## config.mk

```make
export PLATFORM = sky130hd
export DESIGN_NAME = cut_disc_ring_pixel_classifier
export DESIGN_NICKNAME = d
export VERILOG_FILES = /design/src/rtl/core/cdrpc_pkg.sv /design/src/rtl/core/cut_disc_ring_pixel_classifier.sv /design/src/rtl/core/cdrpc_front.sv /design/src/rtl/core/cdrpc_queue.sv /design/src/rtl/core/cdrpc_back.sv
export SDC_FILE = /design/constraint.sdc
export NUM_CORES = 2
export LEC_CHECK = 0
export ABC_AREA = 1
export BUFFER_PORTS_ARGS = -buffer_cell sky130_fd_sc_hd__buf_2
export CORE_AREA = 2 2 389 295
export CTS_CLUSTER_SIZE = 30
export DETAILED_ROUTE_END_ITERATION = 10
export DIE_AREA = 0 0 391 297
export GPL_TIMING_DRIVEN = 0
export SLEW_MARGIN = 15
export SYNTH_ARGS = -nofsm -noshare
export SYNTH_HDL_FRONTEND = slang
export SYNTH_SLANG_ARGS = --single-unit
```

## constraint.sdc

```tcl
create_clock -name clk -period 10.9 [get_ports clk]
set_input_delay 0.545 -clock clk [delete_from_list [all_inputs] [get_ports clk]]
set_output_delay 0.545 -clock clk [all_outputs]
set_load 0.02 [all_outputs]
```

## src/rtl/core/cdrpc_pkg.sv

```systemverilog
`timescale 1ns / 1ps
// ----------------------------------------------------------------------------
// cdrpc_pkg: shared types and helpers for the cut disc / ring classifier
// Pixel and result beats, configuration set, queue entry, and the sector and
// tangent helpers used by the angle test.
// ----------------------------------------------------------------------------
package cdrpc_pkg;

    localparam logic [12:0] CANVAS_W = 13'd60;
    localparam logic [12:0] CANVAS_H = 13'd22;

    localparam logic [7:0] CHAR_BG   = 8'd46;
    localparam logic [7:0] CHAR_DISC = 8'd79;
    localparam logic [7:0] CHAR_RING = 8'd64;

    localparam logic [4:0] MAX_STEPS  = 5'd20;
    localparam logic [4:0] RING_START = 5'd6;

    typedef enum logic [2:0] {
        REG_CENTER_X   = 3'd0,
        REG_CENTER_Y   = 3'd1,
        REG_RADIUS     = 3'd2,
        REG_RING_WIDTH = 3'd3,
        REG_CUT_STEPS  = 3'd4,
        REG_SHAPE_MODE = 3'd5
    } reg_idx_t;

    typedef struct packed {
        logic [11:0] pixel_col;
        logic [11:0] pixel_row;
    } pixel_t;

    typedef struct packed {
        logic [7:0] char_code;
        logic       drawn;
    } result_t;

    typedef struct packed {
        logic signed [12:0] center_x;
        logic signed [12:0] center_y;
        logic [7:0]         radius;
        logic [7:0]         ring_width;
        logic [4:0]         cut_steps;
        logic               shape_mode;
    } cfg_t;

    // one classified pixel waiting for the back end
    typedef struct packed {
        logic        on_canvas;
        logic [25:0] aa;
        logic [27:0] bb;
        logic [1:0]  quad;
        logic [13:0] v;
        logic [33:0] prod;
        logic        center;
        logic        disc_start;
        logic        ring_start;
    } work_t;

    typedef struct packed {
        logic empty;
        logic near_full;
    } queue_stat_t;

    function automatic logic [2:0] div6(input logic [4:0] k);
        logic [2:0] d;
        if (k >= 5'd30)
            d = 3'd5;
        else if (k >= 5'd24)
            d = 3'd4;
        else if (k >= 5'd18)
            d = 3'd3;
        else if (k >= 5'd12)
            d = 3'd2;
        else if (k >= 5'd6)
            d = 3'd1;
        else
            d = 3'd0;
        return d;
    endfunction

    function automatic logic [2:0] mod6(input logic [4:0] k);
        logic [2:0] d;
        logic [4:0] m;
        d = div6(k);
        m = k - ({2'b00, d} << 2) - ({2'b00, d} << 1);
        return m[2:0];
    endfunction

    // tangent of 15*t degrees, 18 fractional bits
    function automatic logic [19:0] tan_lookup(input logic [2:0] t);
        logic [19:0] r;
        unique case (t)
            3'd0:    r = 20'd0;
            3'd1:    r = 20'd70241;
            3'd2:    r = 20'd151349;
            3'd3:    r = 20'd262144;
            3'd4:    r = 20'd454047;
            3'd5:    r = 20'd978335;
            default: r = 20'd0;
        endcase
        return r;
    endfunction

    function automatic logic [4:0] clamp_steps(input logic [4:0] s);
        return (s > MAX_STEPS) ? MAX_STEPS : s;
    endfunction

    // angle strictly below 15*k degrees; lt is the tangent compare for k mod 6
    function automatic logic angle_below(input logic [4:0] k, input logic center,
                                         input logic [1:0] quad, input logic lt);
        logic r;
        logic [2:0] kq;
        kq = div6(k);
        if (k == 5'd0)
            r = 1'b0;
        else if (k >= 5'd24)
            r = 1'b1;
        else if (center)
            r = 1'b1;
        else if ({1'b0, quad} != kq)
            r = ({1'b0, quad} < kq);
        else if (mod6(k) == 3'd0)
            r = 1'b0;
        else
            r = lt;
        return r;
    endfunction

endpackage

```

## src/rtl/core/cut_disc_ring_pixel_classifier.sv

```systemverilog
`timescale 1ns / 1ps
// ----------------------------------------------------------------------------
// cut_disc_ring_pixel_classifier: character for one canvas pixel
// Classifies raster pixels against a disc or ring with a pie-slice cut.
// ----------------------------------------------------------------------------
// usage
//   pixel beat: drive pixel and raise start; the beat is taken at a clock
//   edge with start high and busy low
//   result beat: strobe is high for one cycle with result valid; the
//   receiver must take it, there is no backpressure
//   latency: the result strobe is up in the fourth cycle after the accepting
//   edge (two front stages, one queue slot, one output register)
//   throughput: one pixel per clock; the back end drains the queue every
//   cycle, so busy stays low in normal use
//   configuration: apb writes at byte address 4*index, only while idle;
//   prdata returns the register value
//   reset: registers return to centre (20,10), radius 6, ring width 1,
//   cut 4 steps, disc mode; the pipeline and queue empty at once
// ----------------------------------------------------------------------------
module cut_disc_ring_pixel_classifier (
    input  logic                clk,
    input  logic                rst_n,
    input  logic                start,
    output logic                busy,
    input  cdrpc_pkg::pixel_t   pixel,
    output logic                strobe,
    output cdrpc_pkg::result_t  result,
    input  logic                psel,
    input  logic                penable,
    input  logic                pwrite,
    input  logic [4:0]          paddr,
    input  logic [31:0]         pwdata,
    output logic [31:0]         prdata,
    output logic                pready
);

    cdrpc_pkg::cfg_t        cfg_reg;
    cdrpc_pkg::reg_idx_t    idx;
    cdrpc_pkg::work_t       front_work;
    cdrpc_pkg::work_t       head;
    cdrpc_pkg::queue_stat_t stat;
    logic                   push;
    logic                   pop;
    logic                   accept;
    logic                   wr_en;

    assign pready = 1'b1;
    assign idx    = cdrpc_pkg::reg_idx_t'(paddr[4:2]);
    assign wr_en  = psel && penable && pwrite;

    always_ff @(posedge clk or negedge rst_n)
    begin
        if (!rst_n)
        begin
            cfg_reg.center_x   <= 13'sd20;
            cfg_reg.center_y   <= 13'sd10;
            cfg_reg.radius     <= 8'd6;
            cfg_reg.ring_width <= 8'd1;
            cfg_reg.cut_steps  <= 5'd4;
            cfg_reg.shape_mode <= 1'b0;
        end
        else if (wr_en)
        begin
            unique case (idx)
                cdrpc_pkg::REG_CENTER_X:   cfg_reg.center_x   <= pwdata[12:0];
                cdrpc_pkg::REG_CENTER_Y:   cfg_reg.center_y   <= pwdata[12:0];
                cdrpc_pkg::REG_RADIUS:     cfg_reg.radius     <= pwdata[7:0];
                cdrpc_pkg::REG_RING_WIDTH: cfg_reg.ring_width <= pwdata[7:0];
                cdrpc_pkg::REG_CUT_STEPS:  cfg_reg.cut_steps  <= pwdata[4:0];
                cdrpc_pkg::REG_SHAPE_MODE: cfg_reg.shape_mode <= pwdata[0];
                default: ;
            endcase
        end
    end

    always_comb
    begin
        unique case (idx)
            cdrpc_pkg::REG_CENTER_X:   prdata = {{19{cfg_reg.center_x[12]}}, cfg_reg.center_x};
            cdrpc_pkg::REG_CENTER_Y:   prdata = {{19{cfg_reg.center_y[12]}}, cfg_reg.center_y};
            cdrpc_pkg::REG_RADIUS:     prdata = {24'd0, cfg_reg.radius};
            cdrpc_pkg::REG_RING_WIDTH: prdata = {24'd0, cfg_reg.ring_width};
            cdrpc_pkg::REG_CUT_STEPS:  prdata = {27'd0, cfg_reg.cut_steps};
            cdrpc_pkg::REG_SHAPE_MODE: prdata = {31'd0, cfg_reg.shape_mode};
            default:                   prdata = 32'd0;
        endcase
    end

    assign busy   = stat.near_full;
    assign accept = start && !busy;

    cdrpc_front u_front (
        .clk    (clk),
        .rst_n  (rst_n),
        .accept (accept),
        .pixel  (pixel),
        .cfg    (cfg_reg),
        .push   (push),
        .work   (front_work)
    );

    cdrpc_queue u_queue (
        .clk       (clk),
        .rst_n     (rst_n),
        .push      (push),
        .push_data (front_work),
        .pop       (pop),
        .head      (head),
        .stat      (stat)
    );

    cdrpc_back u_back (
        .clk    (clk),
        .rst_n  (rst_n),
        .cfg    (cfg_reg),
        .stat   (stat),
        .head   (head),
        .pop    (pop),
        .strobe (strobe),
        .result (result)
    );

endmodule

```

## src/rtl/core/cdrpc_front.sv

```systemverilog
`timescale 1ns / 1ps
// ----------------------------------------------------------------------------
// cdrpc_front: pixel intake and offset math
// Takes one pixel a cycle, forms the centre offsets, then the squared
// distance terms, the quadrant and the tangent product for the sector edge.
// ----------------------------------------------------------------------------
module cdrpc_front (
    input  logic            clk,
    input  logic            rst_n,
    input  logic            accept,
    input  cdrpc_pkg::pixel_t pixel,
    input  cdrpc_pkg::cfg_t cfg,
    output logic            push,
    output cdrpc_pkg::work_t work
);

    // stage 1: offsets
    logic               s1_valid_reg;
    logic signed [13:0] a_reg;
    logic signed [14:0] b_reg;
    logic               s1_canvas_reg;

    logic signed [13:0] a_next;
    logic signed [13:0] dy_next;
    logic               canvas_next;

    // stage 2: squares and tangent product
    logic              s2_valid_reg;
    cdrpc_pkg::work_t  work_reg;
    cdrpc_pkg::work_t  work_next;

    logic [12:0] abs_a;
    logic [13:0] abs_b;
    logic        a_pos;
    logic        a_neg;
    logic        b_pos;
    logic        b_neg;
    logic [1:0]  quad;
    logic [13:0] u;
    logic [2:0]  tan_idx;

    always_comb
    begin
        a_next  = $signed({2'b00, pixel.pixel_col}) - $signed({cfg.center_x[12], cfg.center_x});
        dy_next = $signed({2'b00, pixel.pixel_row}) - $signed({cfg.center_y[12], cfg.center_y});
        canvas_next = ({1'b0, pixel.pixel_col} < cdrpc_pkg::CANVAS_W)
                   && ({1'b0, pixel.pixel_row} < cdrpc_pkg::CANVAS_H);
    end

    always_ff @(posedge clk or negedge rst_n)
    begin
        if (!rst_n)
        begin
            s1_valid_reg <= 1'b0;
            s2_valid_reg <= 1'b0;
        end
        else
        begin
            s1_valid_reg <= accept;
            s2_valid_reg <= s1_valid_reg;
        end
    end

    always_ff @(posedge clk)
    begin
        if (accept)
        begin
            a_reg         <= a_next;
            b_reg         <= {dy_next, 1'b0};
            s1_canvas_reg <= canvas_next;
        end
        if (s1_valid_reg)
            work_reg <= work_next;
    end

    always_comb
    begin
        a_pos = !a_reg[13] && (a_reg != 14'sd0);
        a_neg = a_reg[13];
        b_pos = !b_reg[14] && (b_reg != 15'sd0);
        b_neg = b_reg[14];
        abs_a = a_neg ? 13'(-a_reg) : a_reg[12:0];
        abs_b = b_neg ? 14'(-b_reg) : b_reg[13:0];

        if (!b_neg && a_pos)
            quad = 2'd0;
        else if (!a_pos && b_pos)
            quad = 2'd1;
        else if (!b_pos && a_neg)
            quad = 2'd2;
        else
            quad = 2'd3;

        // odd quadrants swap the roles of the two axes
        u = quad[0] ? abs_b : {1'b0, abs_a};

        tan_idx = cdrpc_pkg::mod6(cdrpc_pkg::clamp_steps(cfg.cut_steps));

        work_next.on_canvas  = s1_canvas_reg;
        work_next.aa         = abs_a * abs_a;
        work_next.bb         = abs_b * abs_b;
        work_next.quad       = quad;
        work_next.v          = quad[0] ? {1'b0, abs_a} : abs_b;
        work_next.prod       = u * cdrpc_pkg::tan_lookup(tan_idx);
        work_next.center     = (a_reg == 14'sd0) && (b_reg == 15'sd0);
        work_next.disc_start = (b_reg == 15'sd0) && !a_neg;
        work_next.ring_start = (a_reg == 14'sd0) && b_pos;
    end

    assign push = s2_valid_reg;
    assign work = work_reg;

endmodule

```

## src/rtl/core/cdrpc_queue.sv

```systemverilog
`timescale 1ns / 1ps
// ----------------------------------------------------------------------------
// cdrpc_queue: short queue between front and back
// Four-entry queue of classified pixels; flags near full early enough to
// cover the beats still in the front pipeline.
// ----------------------------------------------------------------------------
module cdrpc_queue (
    input  logic                   clk,
    input  logic                   rst_n,
    input  logic                   push,
    input  cdrpc_pkg::work_t       push_data,
    input  logic                   pop,
    output cdrpc_pkg::work_t       head,
    output cdrpc_pkg::queue_stat_t stat
);

    cdrpc_pkg::work_t mem [4];
    logic [1:0] wr_ptr_reg;
    logic [1:0] rd_ptr_reg;
    logic [2:0] count_reg;
    logic [2:0] count_next;
    logic       do_pop;

    assign do_pop = pop && (count_reg != 3'd0);

    always_comb
    begin
        count_next = count_reg;
        if (push && !do_pop)
            count_next = count_reg + 3'd1;
        else if (!push && do_pop)
            count_next = count_reg - 3'd1;
    end

    always_ff @(posedge clk or negedge rst_n)
    begin
        if (!rst_n)
        begin
            wr_ptr_reg <= 2'd0;
            rd_ptr_reg <= 2'd0;
            count_reg  <= 3'd0;
        end
        else
        begin
            if (push)
                wr_ptr_reg <= wr_ptr_reg + 2'd1;
            if (do_pop)
                rd_ptr_reg <= rd_ptr_reg + 2'd1;
            count_reg <= count_next;
        end
    end

    always_ff @(posedge clk)
    begin
        if (push)
            mem[wr_ptr_reg] <= push_data;
    end

    assign head           = mem[rd_ptr_reg];
    assign stat.empty     = (count_reg == 3'd0);
    // two beats may still be in flight in the front pipeline
    assign stat.near_full = (count_reg >= 3'd2);

endmodule

```

## src/rtl/core/cdrpc_back.sv

```systemverilog
`timescale 1ns / 1ps
// ----------------------------------------------------------------------------
// cdrpc_back: distance and sector decision
// Pops one classified pixel a cycle while the queue is not empty, checks the
// outer and inner edges and cut sector; registers the result beat and strobe.
// ----------------------------------------------------------------------------
module cdrpc_back (
    input  logic                   clk,
    input  logic                   rst_n,
    input  cdrpc_pkg::cfg_t        cfg,
    input  cdrpc_pkg::queue_stat_t stat,
    input  cdrpc_pkg::work_t       head,
    output logic                   pop,
    output logic                   strobe,
    output cdrpc_pkg::result_t     result
);

    logic [17:0] outer_sq_reg;
    logic [17:0] inner_sq_reg;
    logic        inner_pos_reg;

    logic signed [8:0] inner;
    logic [8:0]        diam;
    logic [8:0]        inner_diam;

    logic               strobe_reg;
    cdrpc_pkg::result_t result_reg;
    cdrpc_pkg::result_t result_next;

    logic [28:0] d2;
    logic        outer_ok;
    logic        band_ok;
    logic        lt;
    logic [4:0]  k;
    logic        disc_cut;
    logic        ring_cut;

    // edge thresholds are registered and follow the configuration in the next cycle
    always_comb
    begin
        inner      = $signed({1'b0, cfg.radius}) - $signed({1'b0, cfg.ring_width});
        diam       = {cfg.radius, 1'b0};
        inner_diam = {inner[7:0], 1'b0};
    end

    always_ff @(posedge clk)
    begin
        outer_sq_reg  <= diam * diam;
        inner_sq_reg  <= inner_diam * inner_diam;
        inner_pos_reg <= !inner[8] && (inner != 9'sd0);
    end

    assign pop = !stat.empty;

    always_comb
    begin
        d2       = {3'b000, head.aa} + {1'b0, head.bb};
        outer_ok = d2 <= {11'd0, outer_sq_reg};
        band_ok  = !inner_pos_reg || (d2 >= {11'd0, inner_sq_reg});
        lt       = {2'b00, head.v, 18'd0} < head.prod;
        k        = cdrpc_pkg::clamp_steps(cfg.cut_steps);

        disc_cut = head.disc_start
                || cdrpc_pkg::angle_below(k, head.center, head.quad, lt);
        ring_cut = head.ring_start
                || (!cdrpc_pkg::angle_below(cdrpc_pkg::RING_START, head.center, head.quad, lt)
                    && cdrpc_pkg::angle_below(cdrpc_pkg::RING_START + k, head.center,
                                              head.quad, lt));

        result_next.char_code = cdrpc_pkg::CHAR_BG;
        result_next.drawn     = 1'b0;
        if (head.on_canvas && outer_ok)
        begin
            if (!cfg.shape_mode)
            begin
                if (!disc_cut)
                begin
                    result_next.char_code = cdrpc_pkg::CHAR_DISC;
                    result_next.drawn     = 1'b1;
                end
            end
            else if (band_ok && !ring_cut)
            begin
                result_next.char_code = cdrpc_pkg::CHAR_RING;
                result_next.drawn     = 1'b1;
            end
        end
    end

    always_ff @(posedge clk or negedge rst_n)
    begin
        if (!rst_n)
            strobe_reg <= 1'b0;
        else
            strobe_reg <= pop;
    end

    always_ff @(posedge clk)
    begin
        if (pop)
            result_reg <= result_next;
    end

    assign strobe = strobe_reg;
    assign result = result_reg;

endmodule
```

==> results.md <==
* Post-synth EDFFs at about 550
* Starting Density at 0.427
* ANT cells at 0
* First-pass GRT wire length at 194000 µm
* Vias at around 34000
* Clock skew at roughly 0.034 ns
* Fmax at ~97 MHz
* Area share of the leading cell type in the synthesized netlist at 0.346
* Total track usage at 0.218
* Post-route minimum period at 10.28 ns
* Core area at 112000 µm²
* Largest stage delay, worst path at between 0.6 and 0.7 ns
* DP HPWL at approximately 98000 µm
* Cells after DPL at between 6000 and 7000
* Distinct cell type count after synthesis at between 50 and 60
* Slowest cell on crit path: o21ai_0
* Clk_lat worst skew at around 0.61 ns
* Slew Limit Fails at 0
* Syn_area_per_cell at 10.0 µm²
* CP Launch Type: register
* Util after Layout at 0.469
* Overflow after GRT at 0
* CTS Sinks at about 640
* Status: finished clean
* Final WS setup at between 0.6 and 0.7 ns
* Worst slew pin tran at around 1 ns
* Crit path DAT at between 10 and 15 ns
* Pre-antenna DRT Iters at 5
* Post-Synthesis Cells at approximately 4800
* Final hold vios at 0
* Die Span Y at approximately 300 µm
* Most common cell after layout, fill and taps aside: inv_1
* CTS Root Buffer Type: clkbuf_16
* Share of cells above drive strength 1 at 0.0635
* Drt first-iter violations at 3144
* Die W at between 300 and 400 µm
* FP Rows at between 100 and 150
* Seq/Total Area, Yosys at 0.389
* Max FFs per register at 416
* Avg WL per Cell at 19.3 µm
* Largest area contributor in the netlist: edfxtp_1
* Critical path required time at 11.23 ns
* Initial antenna violation count at 7
* #FFs+latches synth at about 640
* Crit-path max FO at 11
* GPL Wtd Cong at ~0.94
* CTS buffer count at between 60 and 70
* Final nets at between 5000 and 6000
* Top FF cell, synth: edfxtp_1
* Pre-CTS WS at between 0.6 and 0.7 ns
* Worst reg2reg startpoint: u_front.a_reg[0]$_DFFE_PP_
* Postcts setup bufs at 0
* Cell mode on critical path: inv_1
* Antenna Nets Post-Route at 0
* H-Tree Depth at 3
* Clk buf depth at 3
* Hold Path Class: in2reg
* Die area at 116000 µm²
* Max_cap viols at 0
* Final non-filler cell total at about 6500
* Area Growth Syn to Fin at 9.92%
* Tcrit/Tclk final at 0.943
* Min-delay src: pwdata[0]
* WS Path Type: reg2reg
* Most frequent cells in the layout: inv_1, nand2_1, edfxtp_1
* TritonCTS clock tree: built
* Synth top area cells: edfxtp_1, fa_1, ha_1
* IO Port Bufs at 86
* Drt total wl at between 100000 and 150000 µm
* Vias per cell at ~5.2
* Crit end category: register
* Start point of the critical path: u_front.a_reg[0]$_DFFE_PP_
* Ys async rst share at 0.0903
* DRC violations left at 0
* Worst-path clk slew at around 0.060 ns
* Unrepaired setup endpoints after global routing: no
* Pin count of the biggest net entering global routing at 67
* Syn. warnings at 0
* Vias in the first global route at 33000
* # setup viols final at 0
* Cell Area, Synth at ~48000 µm²
* Top Ports at 111
* Post-route setup TNS at 0 ns
* Rel. slew slack at 0.330
-- layer usage --
layer	up-vias	track usage	part of all wire
met2	1144	0.310	0.41
li1	16000	-	-
met1	16400	0.340	0.48
met3	130	0.0387	0.083
met5	-	0	0
met4	0	0.0538	0.024
-- path summary, 6_finish.rpt --
| check | endpoint | slack (ns) | depth (start not counted) |
|---|---|---|---|
| min in group asynchronous | cfg_reg[31]$_DFFE_PN0P_ | 0.31 | 2 |
| max in group asynchronous | cfg_reg[15]$_DFFE_PN1P_ | 10.03 | 3 |
| max reg2reg | u_front.work[36]$_DFFE_PP_ | 0.62 | 33 |
| max | u_front.work[36]$_DFFE_PP_ | 0.62 | 33 |
| min | cfg_reg[0]$_DFFE_PN0P_ | 0.20 | 3 |
| min reg2reg | u_back.outer_sq_reg[2]$_DFF_P_ | 0.46 | 0 |
-- cell usage after synthesis, drive strengths merged (4+ instances only) --
library cell	n
nor4	9
o221ai	8
a21o	8
a21boi	9
a221oi	4
a32o	17
dfstp	8
nor2	488
a31oi	7
nand3	94
a211oi	6
nand3b	9
nor3	28
dfrtp	50
nand4	31
o21ai	297
fa	448
edfxtp	553
inv	823
xor2	117
clkinv	5
or2	12
o21bai	14
a22oi	5
dfxtp	31
o31ai	7
nand2	768
o21a	7
clkbuf	92
xnor2	55
a21oi	220
buf	47
o22ai	71
o211ai	8
ha	422
-- cell type report --
type / count / area, µm²
clock buffer: 93 / 1930
timing repair buffer: 94 / 636
multi-input combinational: 3183 / 25600
inverter: 828 / 3140
sequential: 642 / 18700
tap: 1471 / 1840
clock inverter: 30 / 305
fill: 10400 / 59700
buffer: 139 / 651
-- worst max-delay path, delay by kind of cell, from the launching register on --
kind            cells  cell delay [ns]
xor+xnor            1             0.41
buf+inv             9             1.67
compound gates      2             1.10
fa+ha+maj           8             3.83
flops               1             0.53
simple gates       13             2.43
-- stage by stage --
stage / hold WS [ns] / area [µm²]
2_1_floorplan: 0.249 / 48000
3_3_place_gp: 0.446 / 50300
3_5_place_dp: 0.379 / 50500
4_1_cts: 0.169 / 52800
5_1_grt: 0.187 / 52800
6_report: 0.204 / 52800
-- cells by family after synthesis --
kind of cell	count (synthesis)	share of synthesized area
compound gates	691	0.0809
flops	642	0.389
xor+xnor	172	0.0314
mux	1	0.000234
buf+inv	967	0.0785
fa+ha+maj	870	0.297
other cells	2	0.000156
simple gates	1442	0.123
-- timing repair --
| action | 4_1_cts | 5_1_grt |
|---|---|---|
| hold endpoints to repair | 21 | 0 |
| hold buffers | 1 | 0 |
| resized for setup | 0 | 0 |
Power is left out: the tool's default activity adds up to more than one toggle a clock period on the data nets, which glitch-free logic cannot reach.
